<file path="src/sv/stb_pkg.sv">
`timescale 1ns / 1ps
`default_nettype none

package stb_pkg;

    localparam int REQ_W   = 3;
    localparam int IDX_W   = 4;
    localparam int TIME_W  = 64;
    // Only indexes that fit in the timer index field can ever be addressed.
    localparam int MAX_SLOTS = 16;

    localparam logic [REQ_W-1:0] REQ_CONFIG = 3'd0;
    localparam logic [REQ_W-1:0] REQ_START  = 3'd1;
    localparam logic [REQ_W-1:0] REQ_STOP   = 3'd2;
    localparam logic [REQ_W-1:0] REQ_DELETE = 3'd3;
    localparam logic [REQ_W-1:0] REQ_RESET  = 3'd4;
    localparam logic [REQ_W-1:0] REQ_TICK   = 3'd5;

    // Commands from the controller to the datapath.
    typedef struct packed {
        logic load;       // capture the incoming beat, clear scan and pending report
        logic rd_scan;    // read the stores at the scan pointer
        logic rd_next;    // read the stores at the scan pointer plus one
        logic apply_req;  // execute a single-timer request and emit its result
        logic eval;       // evaluate the timer at the scan pointer and advance
        logic finish;     // emit the closing result of a tick
    } stb_cmd_t;

    // Status from the datapath to the controller.
    typedef struct packed {
        logic in_tick;    // the beat offered on the input is a tick
        logic hit;        // timer at the scan pointer is active and expired
        logic pend_valid; // a report is held back, waiting to learn if it is the final one
        logic scan_last;  // the scan pointer is at the highest timer
        logic out_free;   // the output register can take a result this cycle
    } stb_stat_t;

endpackage

`default_nettype wire

</file>
<file path="src/sv/stb_ctrl.sv">
`timescale 1ns / 1ps
`default_nettype none

module stb_ctrl
    import stb_pkg::*;
(
    input  wire logic      clk,
    input  wire logic      rst_n,
    input  wire logic      in_valid,
    output logic           in_ready,
    input  wire stb_stat_t stat,
    output stb_cmd_t       cmd
);

    localparam logic [2:0] ST_IDLE     = 3'd0;
    localparam logic [2:0] ST_REQ_RD   = 3'd1;
    localparam logic [2:0] ST_REQ_EX   = 3'd2;
    localparam logic [2:0] ST_TICK_RD  = 3'd3;
    localparam logic [2:0] ST_TICK_EV  = 3'd4;
    localparam logic [2:0] ST_TICK_FIN = 3'd5;

    logic [2:0] state_reg;
    logic [2:0] state_next;

    always_ff @(posedge clk or negedge rst_n)
    begin
        if (!rst_n)
        begin
            state_reg <= ST_IDLE;
        end
        else
        begin
            state_reg <= state_next;
        end
    end

    always_comb
    begin
        state_next = state_reg;
        cmd        = '0;
        in_ready   = 1'b0;
        unique case (state_reg)
            ST_IDLE:
            begin
                in_ready = 1'b1;
                if (in_valid)
                begin
                    cmd.load   = 1'b1;
                    state_next = stat.in_tick ? ST_TICK_RD : ST_REQ_RD;
                end
            end
            ST_REQ_RD:
            begin
                state_next = ST_REQ_EX;
            end
            ST_REQ_EX:
            begin
                if (stat.out_free)
                begin
                    cmd.apply_req = 1'b1;
                    state_next    = ST_IDLE;
                end
            end
            ST_TICK_RD:
            begin
                cmd.rd_scan = 1'b1;
                state_next  = ST_TICK_EV;
            end
            ST_TICK_EV:
            begin
                // A new hit pushes the held report out, so it needs room downstream.
                if (stat.hit && stat.pend_valid && !stat.out_free)
                begin
                    cmd.rd_scan = 1'b1;
                end
                else
                begin
                    cmd.eval = 1'b1;
                    if (stat.scan_last)
                    begin
                        cmd.rd_scan = 1'b1;
                        state_next  = ST_TICK_FIN;
                    end
                    else
                    begin
                        cmd.rd_next = 1'b1;
                    end
                end
            end
            ST_TICK_FIN:
            begin
                if (stat.out_free)
                begin
                    cmd.finish = 1'b1;
                    state_next = ST_IDLE;
                end
            end
            default:
            begin
                state_next = ST_IDLE;
            end
        endcase
    end

endmodule

`default_nettype wire

</file>
<file path="src/sv/stb_datapath.sv">
`timescale 1ns / 1ps
`default_nettype none

module stb_datapath
    import stb_pkg::*;
#(
    parameter int NUM_TIMERS = 16
)
(
    input  wire logic              clk,
    input  wire logic              rst_n,
    input  wire stb_cmd_t          cmd,
    output stb_stat_t              stat,
    input  wire logic [REQ_W-1:0]  in_req_type,
    input  wire logic [IDX_W-1:0]  in_timer_index,
    input  wire logic [TIME_W-1:0] in_now_ns,
    input  wire logic [TIME_W-1:0] in_period,
    input  wire logic              in_reload_mode,
    output logic                   out_valid,
    input  wire logic              out_ready,
    output logic                   out_status,
    output logic                   out_expired_valid,
    output logic [IDX_W-1:0]       out_expired_index,
    output logic                   out_last
);

    localparam int NUM_SLOTS = (NUM_TIMERS < MAX_SLOTS) ? NUM_TIMERS : MAX_SLOTS;
    localparam int SLOT_W    = (NUM_SLOTS > 1) ? $clog2(NUM_SLOTS) : 1;

    // Captured request.
    logic [REQ_W-1:0]  req_reg;
    logic [IDX_W-1:0]  idx_reg;
    logic [TIME_W-1:0] now_reg;
    logic [TIME_W-1:0] period_reg;
    logic              reload_in_reg;

    // Per-timer flags.
    logic [NUM_SLOTS-1:0] active_reg, active_next;
    logic [NUM_SLOTS-1:0] reload_reg, reload_next;
    logic [NUM_SLOTS-1:0] pvalid_reg, pvalid_next;

    // Period and expiry stores with registered reads.
    logic [TIME_W-1:0] period_mem [NUM_SLOTS];
    logic [TIME_W-1:0] expiry_mem [NUM_SLOTS];
    logic [TIME_W-1:0] per_q;
    logic [TIME_W-1:0] exp_q;
    logic              pvalid_q;

    logic [SLOT_W-1:0] scan_reg;
    logic              pend_valid_reg;
    logic [SLOT_W-1:0] pend_idx_reg;

    logic              out_valid_reg;
    logic              out_status_reg;
    logic              out_exp_valid_reg;
    logic [IDX_W-1:0]  out_exp_index_reg;
    logic              out_last_reg;

    logic [SLOT_W-1:0] idx_s;
    logic              idx_ok;
    logic [SLOT_W-1:0] rd_addr;
    logic [TIME_W-1:0] period_eff;
    logic [TIME_W-1:0] sum;
    logic              hit;
    logic              bad;
    logic              per_we;
    logic              exp_we;
    logic [SLOT_W-1:0] exp_waddr;
    logic              out_free;

    assign idx_s  = idx_reg[SLOT_W-1:0];
    assign idx_ok = ({1'b0, idx_reg} < (IDX_W + 1)'(NUM_SLOTS));

    always_comb
    begin
        if (cmd.rd_next)
        begin
            rd_addr = SLOT_W'(scan_reg + 1'b1);
        end
        else if (cmd.rd_scan)
        begin
            rd_addr = scan_reg;
        end
        else
        begin
            rd_addr = idx_s;
        end
    end

    // A period never written since reset or delete reads as zero.
    assign period_eff = pvalid_q ? per_q : '0;
    assign sum        = now_reg + period_eff;
    assign hit        = active_reg[scan_reg] && (now_reg >= exp_q);
    assign out_free   = !out_valid_reg || out_ready;

    always_comb
    begin
        bad = !idx_ok;
        unique case (req_reg)
            REQ_CONFIG: bad = bad || (period_reg == '0);
            REQ_START,
            REQ_STOP,
            REQ_DELETE: bad = bad;
            REQ_RESET:  bad = bad || !active_reg[idx_s];
            default:    bad = 1'b1;
        endcase
    end

    always_comb
    begin
        active_next = active_reg;
        reload_next = reload_reg;
        pvalid_next = pvalid_reg;
        per_we      = 1'b0;
        exp_we      = 1'b0;
        exp_waddr   = idx_s;
        if (cmd.apply_req && !bad)
        begin
            unique case (req_reg)
                REQ_CONFIG:
                begin
                    per_we             = 1'b1;
                    pvalid_next[idx_s] = 1'b1;
                    reload_next[idx_s] = reload_in_reg;
                    active_next[idx_s] = 1'b0;
                end
                REQ_START:
                begin
                    exp_we             = 1'b1;
                    active_next[idx_s] = 1'b1;
                end
                REQ_STOP:
                begin
                    active_next[idx_s] = 1'b0;
                end
                REQ_DELETE:
                begin
                    pvalid_next[idx_s] = 1'b0;
                    reload_next[idx_s] = 1'b0;
                    active_next[idx_s] = 1'b0;
                end
                REQ_RESET:
                begin
                    exp_we = 1'b1;
                end
                default:
                begin
                end
            endcase
        end
        if (cmd.eval && hit)
        begin
            exp_waddr = scan_reg;
            if (reload_reg[scan_reg])
            begin
                exp_we = 1'b1;
            end
            else
            begin
                active_next[scan_reg] = 1'b0;
            end
        end
    end

    always_ff @(posedge clk)
    begin
        per_q    <= period_mem[rd_addr];
        exp_q    <= expiry_mem[rd_addr];
        pvalid_q <= pvalid_reg[rd_addr];
        if (per_we)
        begin
            period_mem[idx_s] <= period_reg;
        end
        if (exp_we)
        begin
            expiry_mem[exp_waddr] <= sum;
        end
    end

    always_ff @(posedge clk)
    begin
        if (cmd.load)
        begin
            req_reg       <= in_req_type;
            idx_reg       <= in_timer_index;
            now_reg       <= in_now_ns;
            period_reg    <= in_period;
            reload_in_reg <= in_reload_mode;
        end
    end

    always_ff @(posedge clk or negedge rst_n)
    begin
        if (!rst_n)
        begin
            active_reg     <= '0;
            reload_reg     <= '0;
            pvalid_reg     <= '0;
            scan_reg       <= '0;
            pend_valid_reg <= 1'b0;
            pend_idx_reg   <= '0;
        end
        else
        begin
            active_reg <= active_next;
            reload_reg <= reload_next;
            pvalid_reg <= pvalid_next;
            if (cmd.load)
            begin
                scan_reg       <= '0;
                pend_valid_reg <= 1'b0;
            end
            else if (cmd.eval)
            begin
                scan_reg <= SLOT_W'(scan_reg + 1'b1);
                if (hit)
                begin
                    pend_valid_reg <= 1'b1;
                    pend_idx_reg   <= scan_reg;
                end
            end
        end
    end

    // Output register.
    always_ff @(posedge clk or negedge rst_n)
    begin
        if (!rst_n)
        begin
            out_valid_reg <= 1'b0;
        end
        else if (cmd.apply_req || cmd.finish || (cmd.eval && hit && pend_valid_reg))
        begin
            out_valid_reg <= 1'b1;
        end
        else if (out_ready)
        begin
            out_valid_reg <= 1'b0;
        end
    end

    always_ff @(posedge clk)
    begin
        if (cmd.apply_req)
        begin
            out_status_reg    <= bad;
            out_exp_valid_reg <= 1'b0;
            out_exp_index_reg <= '0;
            out_last_reg      <= 1'b1;
        end
        else if (cmd.finish)
        begin
            out_status_reg    <= 1'b0;
            out_exp_valid_reg <= pend_valid_reg;
            out_exp_index_reg <= pend_valid_reg ? IDX_W'(pend_idx_reg) : '0;
            out_last_reg      <= 1'b1;
        end
        else if (cmd.eval && hit && pend_valid_reg)
        begin
            out_status_reg    <= 1'b0;
            out_exp_valid_reg <= 1'b1;
            out_exp_index_reg <= IDX_W'(pend_idx_reg);
            out_last_reg      <= 1'b0;
        end
    end

    assign out_valid         = out_valid_reg;
    assign out_status        = out_status_reg;
    assign out_expired_valid = out_exp_valid_reg;
    assign out_expired_index = out_exp_index_reg;
    assign out_last          = out_last_reg;

    assign stat.in_tick    = (in_req_type == REQ_TICK);
    assign stat.hit        = hit;
    assign stat.pend_valid = pend_valid_reg;
    assign stat.scan_last  = (scan_reg == SLOT_W'(NUM_SLOTS - 1));
    assign stat.out_free   = out_free;

endmodule

`default_nettype wire

</file>
<file path="src/sv/software_timer_bank_top.sv">
`timescale 1ns / 1ps
`default_nettype none

// Bank of software timers, each with a period, a one-shot or auto-reload mode, an
// active flag and an expiry time in nanoseconds. One request beat addresses one
// timer to configure, start, stop, delete or reset it and returns exactly one result
// beat, or it is a tick carrying the current time, which returns one beat for every
// active timer whose expiry is at or before that time, in ascending index order,
// with tlast on the final beat; a tick with no expiry returns a single beat with
// expired_valid low. Auto-reload timers are rearmed at now plus their period and
// one-shot timers go inactive. All time sums wrap modulo 2^64. Only timers below
// both NUM_TIMERS and 16 can be addressed; other indexes report an invalid status.
// Flow: a single-timer request passes through a read state and an execute state, which
// places its result in the output register once that register is free.
// A tick reads the first timer, then scans the timers in ascending order through the
// read port of the expiry and period stores, one timer per cycle unless a hit must push
// out a held report while the output register is full, then places its closing result.
// Back-pressure on the result side stalls both. The next request is accepted as soon
// as the previous one has placed its last result in the output register.

module software_timer_bank_top
    import stb_pkg::*;
#(
    parameter int NUM_TIMERS = 16
)
(
    input  wire logic         clk,
    input  wire logic         rst_n,
    input  wire logic         s_axis_tvalid,
    output logic              s_axis_tready,
    // [3:0] timer_index, [67:4] now_ns, [131:68] period, [132] reload_mode,
    // [135:133] zero
    input  wire logic [135:0] s_axis_tdata,
    // [2:0] req_type
    input  wire logic [2:0]   s_axis_tuser,
    output logic              m_axis_tvalid,
    input  wire logic         m_axis_tready,
    // [0] status, [1] expired_valid, [5:2] expired_index, [7:6] zero
    output logic [7:0]        m_axis_tdata,
    output logic              m_axis_tlast
);

    stb_cmd_t         cmd;
    stb_stat_t        stat;
    logic             status;
    logic             expired_valid;
    logic [IDX_W-1:0] expired_index;

    stb_ctrl u_ctrl (
        .clk      (clk),
        .rst_n    (rst_n),
        .in_valid (s_axis_tvalid),
        .in_ready (s_axis_tready),
        .stat     (stat),
        .cmd      (cmd)
    );

    stb_datapath #(
        .NUM_TIMERS (NUM_TIMERS)
    ) u_datapath (
        .clk               (clk),
        .rst_n             (rst_n),
        .cmd               (cmd),
        .stat              (stat),
        .in_req_type       (s_axis_tuser),
        .in_timer_index    (s_axis_tdata[3:0]),
        .in_now_ns         (s_axis_tdata[67:4]),
        .in_period         (s_axis_tdata[131:68]),
        .in_reload_mode    (s_axis_tdata[132]),
        .out_valid         (m_axis_tvalid),
        .out_ready         (m_axis_tready),
        .out_status        (status),
        .out_expired_valid (expired_valid),
        .out_expired_index (expired_index),
        .out_last          (m_axis_tlast)
    );

    // The pad bits of the request beat carry no meaning and are not used.
    assign m_axis_tdata = {2'b00, expired_index, expired_valid, status};

endmodule

`default_nettype wire

</file>
<file path="config.mk">
export PLATFORM = sky130hd
export DESIGN_NAME = software_timer_bank_top
export DESIGN_NICKNAME = d
export VERILOG_FILES = /design/src/sv/stb_pkg.sv /design/src/sv/stb_ctrl.sv /design/src/sv/stb_datapath.sv /design/src/sv/software_timer_bank_top.sv
export SDC_FILE = /design/constraint.sdc
export NUM_CORES = 2
export LEC_CHECK = 0
export ABC_AREA = 1
export BUFFER_PORTS_ARGS = -buffer_cell sky130_fd_sc_hd__buf_4
export CAP_MARGIN = 20
export CORE_MARGIN = 2
export CORE_UTILIZATION = 54
export CTS_BUF_LIST = sky130_fd_sc_hd__clkbuf_4 sky130_fd_sc_hd__clkbuf_8
export DETAILED_ROUTE_END_ITERATION = 8
export PLACE_DENSITY = 0.69
export SKIP_LAST_GASP = 1
export SYNTH_ARGS = -nofsm -noshare
export SYNTH_HDL_FRONTEND = slang
export SYNTH_SLANG_ARGS = --single-unit
</file>
<file path="constraint.sdc">
create_clock -name clk -period 13.4 [get_ports clk]
set_input_delay 2.68 -clock clk [delete_from_list [all_inputs] [get_ports clk]]
set_output_delay 2.68 -clock clk [all_outputs]
set_load 0.02 [all_outputs]
</file>
Yosys cells after proc, flatten, opt, wreduce, memory -nomap -nowiden --
Memory sizes are Yosys's and may differ from the RTL's. A register that Yosys moved wholly into a read port is not among the register bits. Cells that the tools add are included.
Operators by class: add/subtract/negate cells 2, bitwise operators 9, reductions and logical operators 33, mux-type cells 69, order comparisons 6, eq/ne operators 15
Operator list (count):
- $pmux 16 s2 | 3
- $add 64x64->64 | 1
- $and 16x16->16 | 4
- $ge 64x64->1 | 1
- $logic_not 64->1 | 1
- $mux 64 | 1
- $mux 16 | 3
- $mux 1 | 39
- $mux 4 | 8
- $not 16->16 | 2
- $or 16x16->16 | 2
- $bmux 1 s4 | 4
- $bwmux 16 | 1
- $lt 4x5->1 const B | 3
- $pmux 3 s5 | 1
- $eq 3x2->1 const B | 4
- $eq 3x3->1 const B | 4
- $mux 3 | 4
- $reduce_bool 2->1 | 5
- $demux 1 s4 | 2
- $ge 4x1->1 const B | 2
- $logic_and 1x1->1 | 8
- $eq 3x1->1 const B | 2
- $logic_not 3->1 | 2
- other kinds (16) | 27
Word-level totals: RAM bits 2048, bits of input ports 143, logic and storage cells 154, memories 2, bits in registers 205
Memories:
- u_datapath.expiry_mem | words 16, bits a word 64, rd ports 1, clocked after Yosys merged registers in 1, wr ports 1, line stb_datapath.sv:44 | logic [TIME_W-1:0] expiry_mem [NUM_SLOTS];
- u_datapath.period_mem | words 16, bits a word 64, rd ports 1, clocked after Yosys merged registers in 1, wr ports 1, line stb_datapath.sv:43 | logic [TIME_W-1:0] period_mem [NUM_SLOTS];

Longest topological paths before layout --
word-level depth 12, depth in mapped cells 29, gate-level depth less buffers 26

By module --
A second synthesis with hierarchy kept.
Second synthesis, totals: cell total of the unflattened synthesis 7704, area, all modules 97288.3 sq um
By module, submodules not included:
- stb_datapath | area an instance 96968.0 sq um, instances 1, sequential area each 69766.9 sq um, cells an instance 7654
- stb_ctrl | area an instance 286.5 sq um, instances 1, sequential area each 75.1 sq um, cells an instance 45
- software_timer_bank_top | area an instance 33.8 sq um, instances 1, sequential area each 0.0 sq um, cells an instance 5

Least setup slack after synthesis --
No wires, ideal clock.
kind in2reg, start input m_axis_tready, end memory u_datapath.expiry_mem[13][0], enable pin, arrival 8347 ps, cell stages on the path 11, data required time 12835 ps, setup time 565 ps, path slack 4488 ps, cells stage by stage nor2_1 > inv_1 > nor2_1 > nand3_2 > nand2_4 > inv_4 > nand2_1 > nor2_1 > a21oi_1 > inv_1 > nor3_1
Between the ends: word-level cells in the longest chain between the ends 9
RTL lines:
- start: declaration | line software_timer_bank_top.sv:37 | input wire logic m_axis_tready,
- $logic_or 1x1->1 * | line stb_datapath.sv:94 | assign out_free = !out_valid_reg || out_ready;
- $mux 1 / $logic_not 1->1 (equally long branches) | line stb_ctrl.sv:58, stb_ctrl.sv:72
- $mux 1 / $logic_and 1x1->1 (equally long branches) | line stb_ctrl.sv:42, stb_ctrl.sv:72
- $logic_and 1x1->1 / $mux 1 (equally long branches) | line stb_datapath.sv:117, stb_ctrl.sv:72
- $mux 1 (on tied branches) | line stb_datapath.sv:117, stb_ctrl.sv:42
- $mux 1 / $logic_and 1x1->1 (equally long branches) | line stb_datapath.sv:154, stb_datapath.sv:151
- $mux 1 | line stb_datapath.sv:151 | if (cmd.eval && hit)
- $mux 1 | line stb_datapath.sv:174 | if (exp_we)
- $mux 1 (implied by the code) | line stb_datapath.sv:176 | expiry_mem[exp_waddr] <= sum;
- end: declaration | line stb_datapath.sv:44
Every way passes the cells marked *; elsewhere a longest branch is shown, timed or not.

Worst setup path after layout --
start register u_datapath.scan_reg[0], end register u_datapath.per_q[45] (read register of u_datapath.period_mem)
Between the ends: word-level cells in the longest chain between the ends 9
RTL lines:
- start: declaration | line stb_datapath.sv:49 | logic [SLOT_W-1:0] scan_reg;
- start signal: assignment | line stb_datapath.sv:215 | scan_reg <= SLOT_W'(scan_reg + 1'b1);
- $bmux 1 s4 | line stb_datapath.sv:93 | assign hit = active_reg[scan_reg] && (now_reg >= exp_q);
- $mux 1 (implied by the code) | line stb_datapath.sv:93
- $logic_and 1x1->1 | line stb_datapath.sv:93
- $logic_and 1x1->1 (2 in series) | line stb_ctrl.sv:72 | if (stat.hit && stat.pend_valid && !stat.out_free)
- $mux 1 | line stb_ctrl.sv:72
- $pmux 1 s2 | line stb_ctrl.sv:42 | unique case (state_reg)
- $mux 4 | line stb_datapath.sv:80 | else if (cmd.rd_scan)
- $mux 4 * | line stb_datapath.sv:76 | if (cmd.rd_next)
- end: declaration | line stb_datapath.sv:45 | logic [TIME_W-1:0] per_q;
Every way passes the cells marked *; elsewhere a longest branch is shown, timed or not. The select of a mux whose other input is x is not followed. A chain may end at the register's enable or synchronous reset.

==> metrics.txt <==
io pins=around 150; XOR/XNOR share of the synthesized area=0.483%; unrepaired setup endpoints after global routing=false; critical path's most frequent cell=nand3_1; vias in the first global route=about 74000; post-synthesis adder-cell area fraction=~1.6%; Final Hold Viols=0; nets=roughly 11000; initial antenna violation count=9; Area contributors post-synth=edfxtp_1 61%, nand3_1 12%, inv_1 8.4%, nand2_1 6.7%, dfxtp_1 2.5%; clk sinks=2381; GRT overflow=0; CP arrival=approximately 8000 ps; row count=approximately 160; fin crit period=about 7000 ps; CTS tree=built; Final ANT Viol Nets=0; ys async rst share=about 2.6%; CP max stage cell=dfrtp_1; TritonRoute pass-1 iters=6; Initial Util=54.3%; Synth Area in Compound Gates=roughly 2.1%; vias per std cell=about 5.6; area leader, netlist=edfxtp_1; final period utilization=a little over half; Largest delay share family, worst path=simple AND/OR/NAND/NOR gates; worst-path cell chain=clkinv_2 > o21ai_1 > o21ai_1 > nand2_1 > nand3_1 > a21oi_2 > nand3_2 > nand2_4 > inv_4 > nand2_8 > nand3_4 > nand2_8 > buf_4 > buf_4 > nand2_1 > nand3_1 > nand3_1 > nand3_1 > nand2_1; PortBufs=around 150; Setup CP Type=reg -> reg; wire length of the first global-routing pass=approximately 450000 um; top cells by count, synth=2502 x nand3_1, 2393 x inv_1, 2185 x edfxtp_1, 1895 x nand2_1, 328 x buf_2; critical path's largest stage delay=roughly 1100 ps; Main synth FF type=edfxtp_1; largest net degree at the start of global routing=184; Critical R2R Launch=u_datapath.scan_reg[0]; PwrDens=approximately 220 nW/um^2; Worst Path Max Fanout=approximately 110; largest family of logic cells by synthesized area=simple AND/OR/NAND/NOR gates; GP Congestion=0.926; setup total negative slack=0 ps; hold_sp=u_datapath.out_last; initial drt markers=approximately 8600; total CTS buffers=roughly 400; Critical Path Source=u_datapath.scan_reg[0]; Required @ worst endpoint=roughly 14000 ps; filler cell count=~16000; Yosys top cell area share=between 60% and 70%; post-synthesis sequential area ratio=between 60% and 70%; via count=about 76000; most frequent cell after synthesis=nand3_1; post-CTS resize count=0; crit start category=register; root buf cell=clkbuf_8; Slew Viols, Final=0; Cell Area, Synth=about 110000 um^2; status=finished clean; Setup-failing EPs final=0; Std-Cell Core Area=slightly below 200000 um^2; setup repair bufs after CTS=0; Top Registers=u_datapath.expiry_mem (1024), u_datapath.period_mem (1024); simple-gate portion of the synthesized area=between 15 and 20%; final worst clock skew=roughly 100 ps; crit path capture type=register; clk_lat worst skew=~1200 ps; final wirelength=between 300000 and 400000 um; Synth Instances=between 10000 and 15000; H-tree depth=5; Worst Tran Pin Value=~1100 ps; crit path buf inv count=4; Max clock buf depth=4; P_leak=about 52 nW; maximum VDD drop=between 0.2 and 0.3 mV; yosys warns=0; share of cells above drive strength 1=roughly a tenth; DRC violations left=0; HP Class=reg -> reg; proportion of synthesized area in mux cells=0%; Die Span Y=449 um; detailed placement HPWL=between 150000 and 200000 um; area grow syn2layout=10.9%; Clock transition at path regs=60 ps; Die W=~450 um; Avg Cell Area, Syn=~10 um^2; register bit total from synthesis=between 2000 and 2500; Max Cap Violations=0; Synth cell types=53; r2r setup slk=~6400 ps; die footprint=about 200000 um^2; slew margin rel.=about a quarter; WL/cell=approximately 22 um; FMAX=about 0.14 GHz; Post-synth EDFFs=around 2200; hold buffer count at cts=0; Total Routing Usage GR=between 20% and 30%; Power Total=25.8 mW
[layer usage]
metal	vias to the layer above	wire, um	track usage, %
li1	34991	-	-
met1	36500	116000	38.1
met2	4014	144000	48.6
met3	869	28500	5.23
met4	4	17500	16.6
met5	-	34	0
[final cells by class]
class	instances	area (um^2)	share of cell area [%]
Timing Repair Buffer	318	2590	2.18
Clock buffer	617	7460	6.30
Tap cell	2640	3300	2.79
Sequential cell	2381	69800	58.9
Clock inverter	95	631	0.532
Inverter	2397	9020	7.61
Antenna cell	15	37.5	0.0317
Multi-Input combinational cell	5263	25600	21.6
[worst paths after layout]
path,end,cells past startpoint
min in group asynchronous,u_datapath.active_reg[13],1
worst min-delay path,u_datapath.out_last,2
max in group asynchronous,u_ctrl.state_reg[0],1
worst min register to register,u_datapath.out_last,2
worst max register to register,u_datapath.per_q[45],19
worst max-delay path,u_datapath.per_q[45],19
[worst register-to-register path, cell delays in order (launching register included)]
cell	delay (ps)
dfrtp_1	1080
clkinv_2	660
o21ai_1	290
o21ai_1	130
nand2_1	80
nand3_1	100
a21oi_2	180
nand3_2	170
nand2_4	120
inv_4	80
nand2_8	140
nand3_4	550
nand2_8	890
buf_4	890
buf_4	870
nand2_1	200
nand3_1	130
nand3_1	110
nand3_1	130
nand2_1	70
[metrics by stage]
stage,hold slack (ps),util [%],area [um^2],cells,setup WS [ps]
floorplan,448,-,107000,10569,4490
global placement,453,55.8,110000,12957,5820
detailed placement,470,55.9,110000,12962,5760
CTS,481,60.0,118000,13674,6310
global route,500,60.1,118000,13723,5980
finish,474,60.1,118000,13726,6420
[layout by cell type, fill, tap and decap left out, types with 81 or more instances in the layout]
| cell | Yosys | final |
|---|---|---|
| o21ai_0 | 81 | 81 |
| edfxtp_1 | 2185 | 2185 |
| clkbuf_4 | 1 | 165 |
| nand3_1 | 2502 | 2501 |
| nor2_1 | 202 | 174 |
| a21oi_1 | 202 | 202 |
| buf_4 | 68 | 301 |
| ha_1 | 131 | 131 |
| clkbuf_8 | 0 | 453 |
| inv_1 | 2393 | 2391 |
| nand2_1 | 1895 | 1895 |
| dfxtp_1 | 135 | 134 |
[cells by family (layout without fill, tap and decap cells)]
family,after synthesis,in the layout
other,1,17
adders and majority gates,132,132
xor gates and xnor gates,59,59
DFF,2381,2381
buffers and inverters,2925,3427
and+or+nand+nor,4670,4670
AOI/OAI and AO/OA,400,400
[report_power, final]
group / switching [mW] / internal (mW)
Combinational: 6.31 / 2.24
Clock: 2.90 / 3.66
Sequential: 0.533 / 10.2
Total: 9.74 / 16.1
Note: power is estimated with default switching activity, not from simulation.
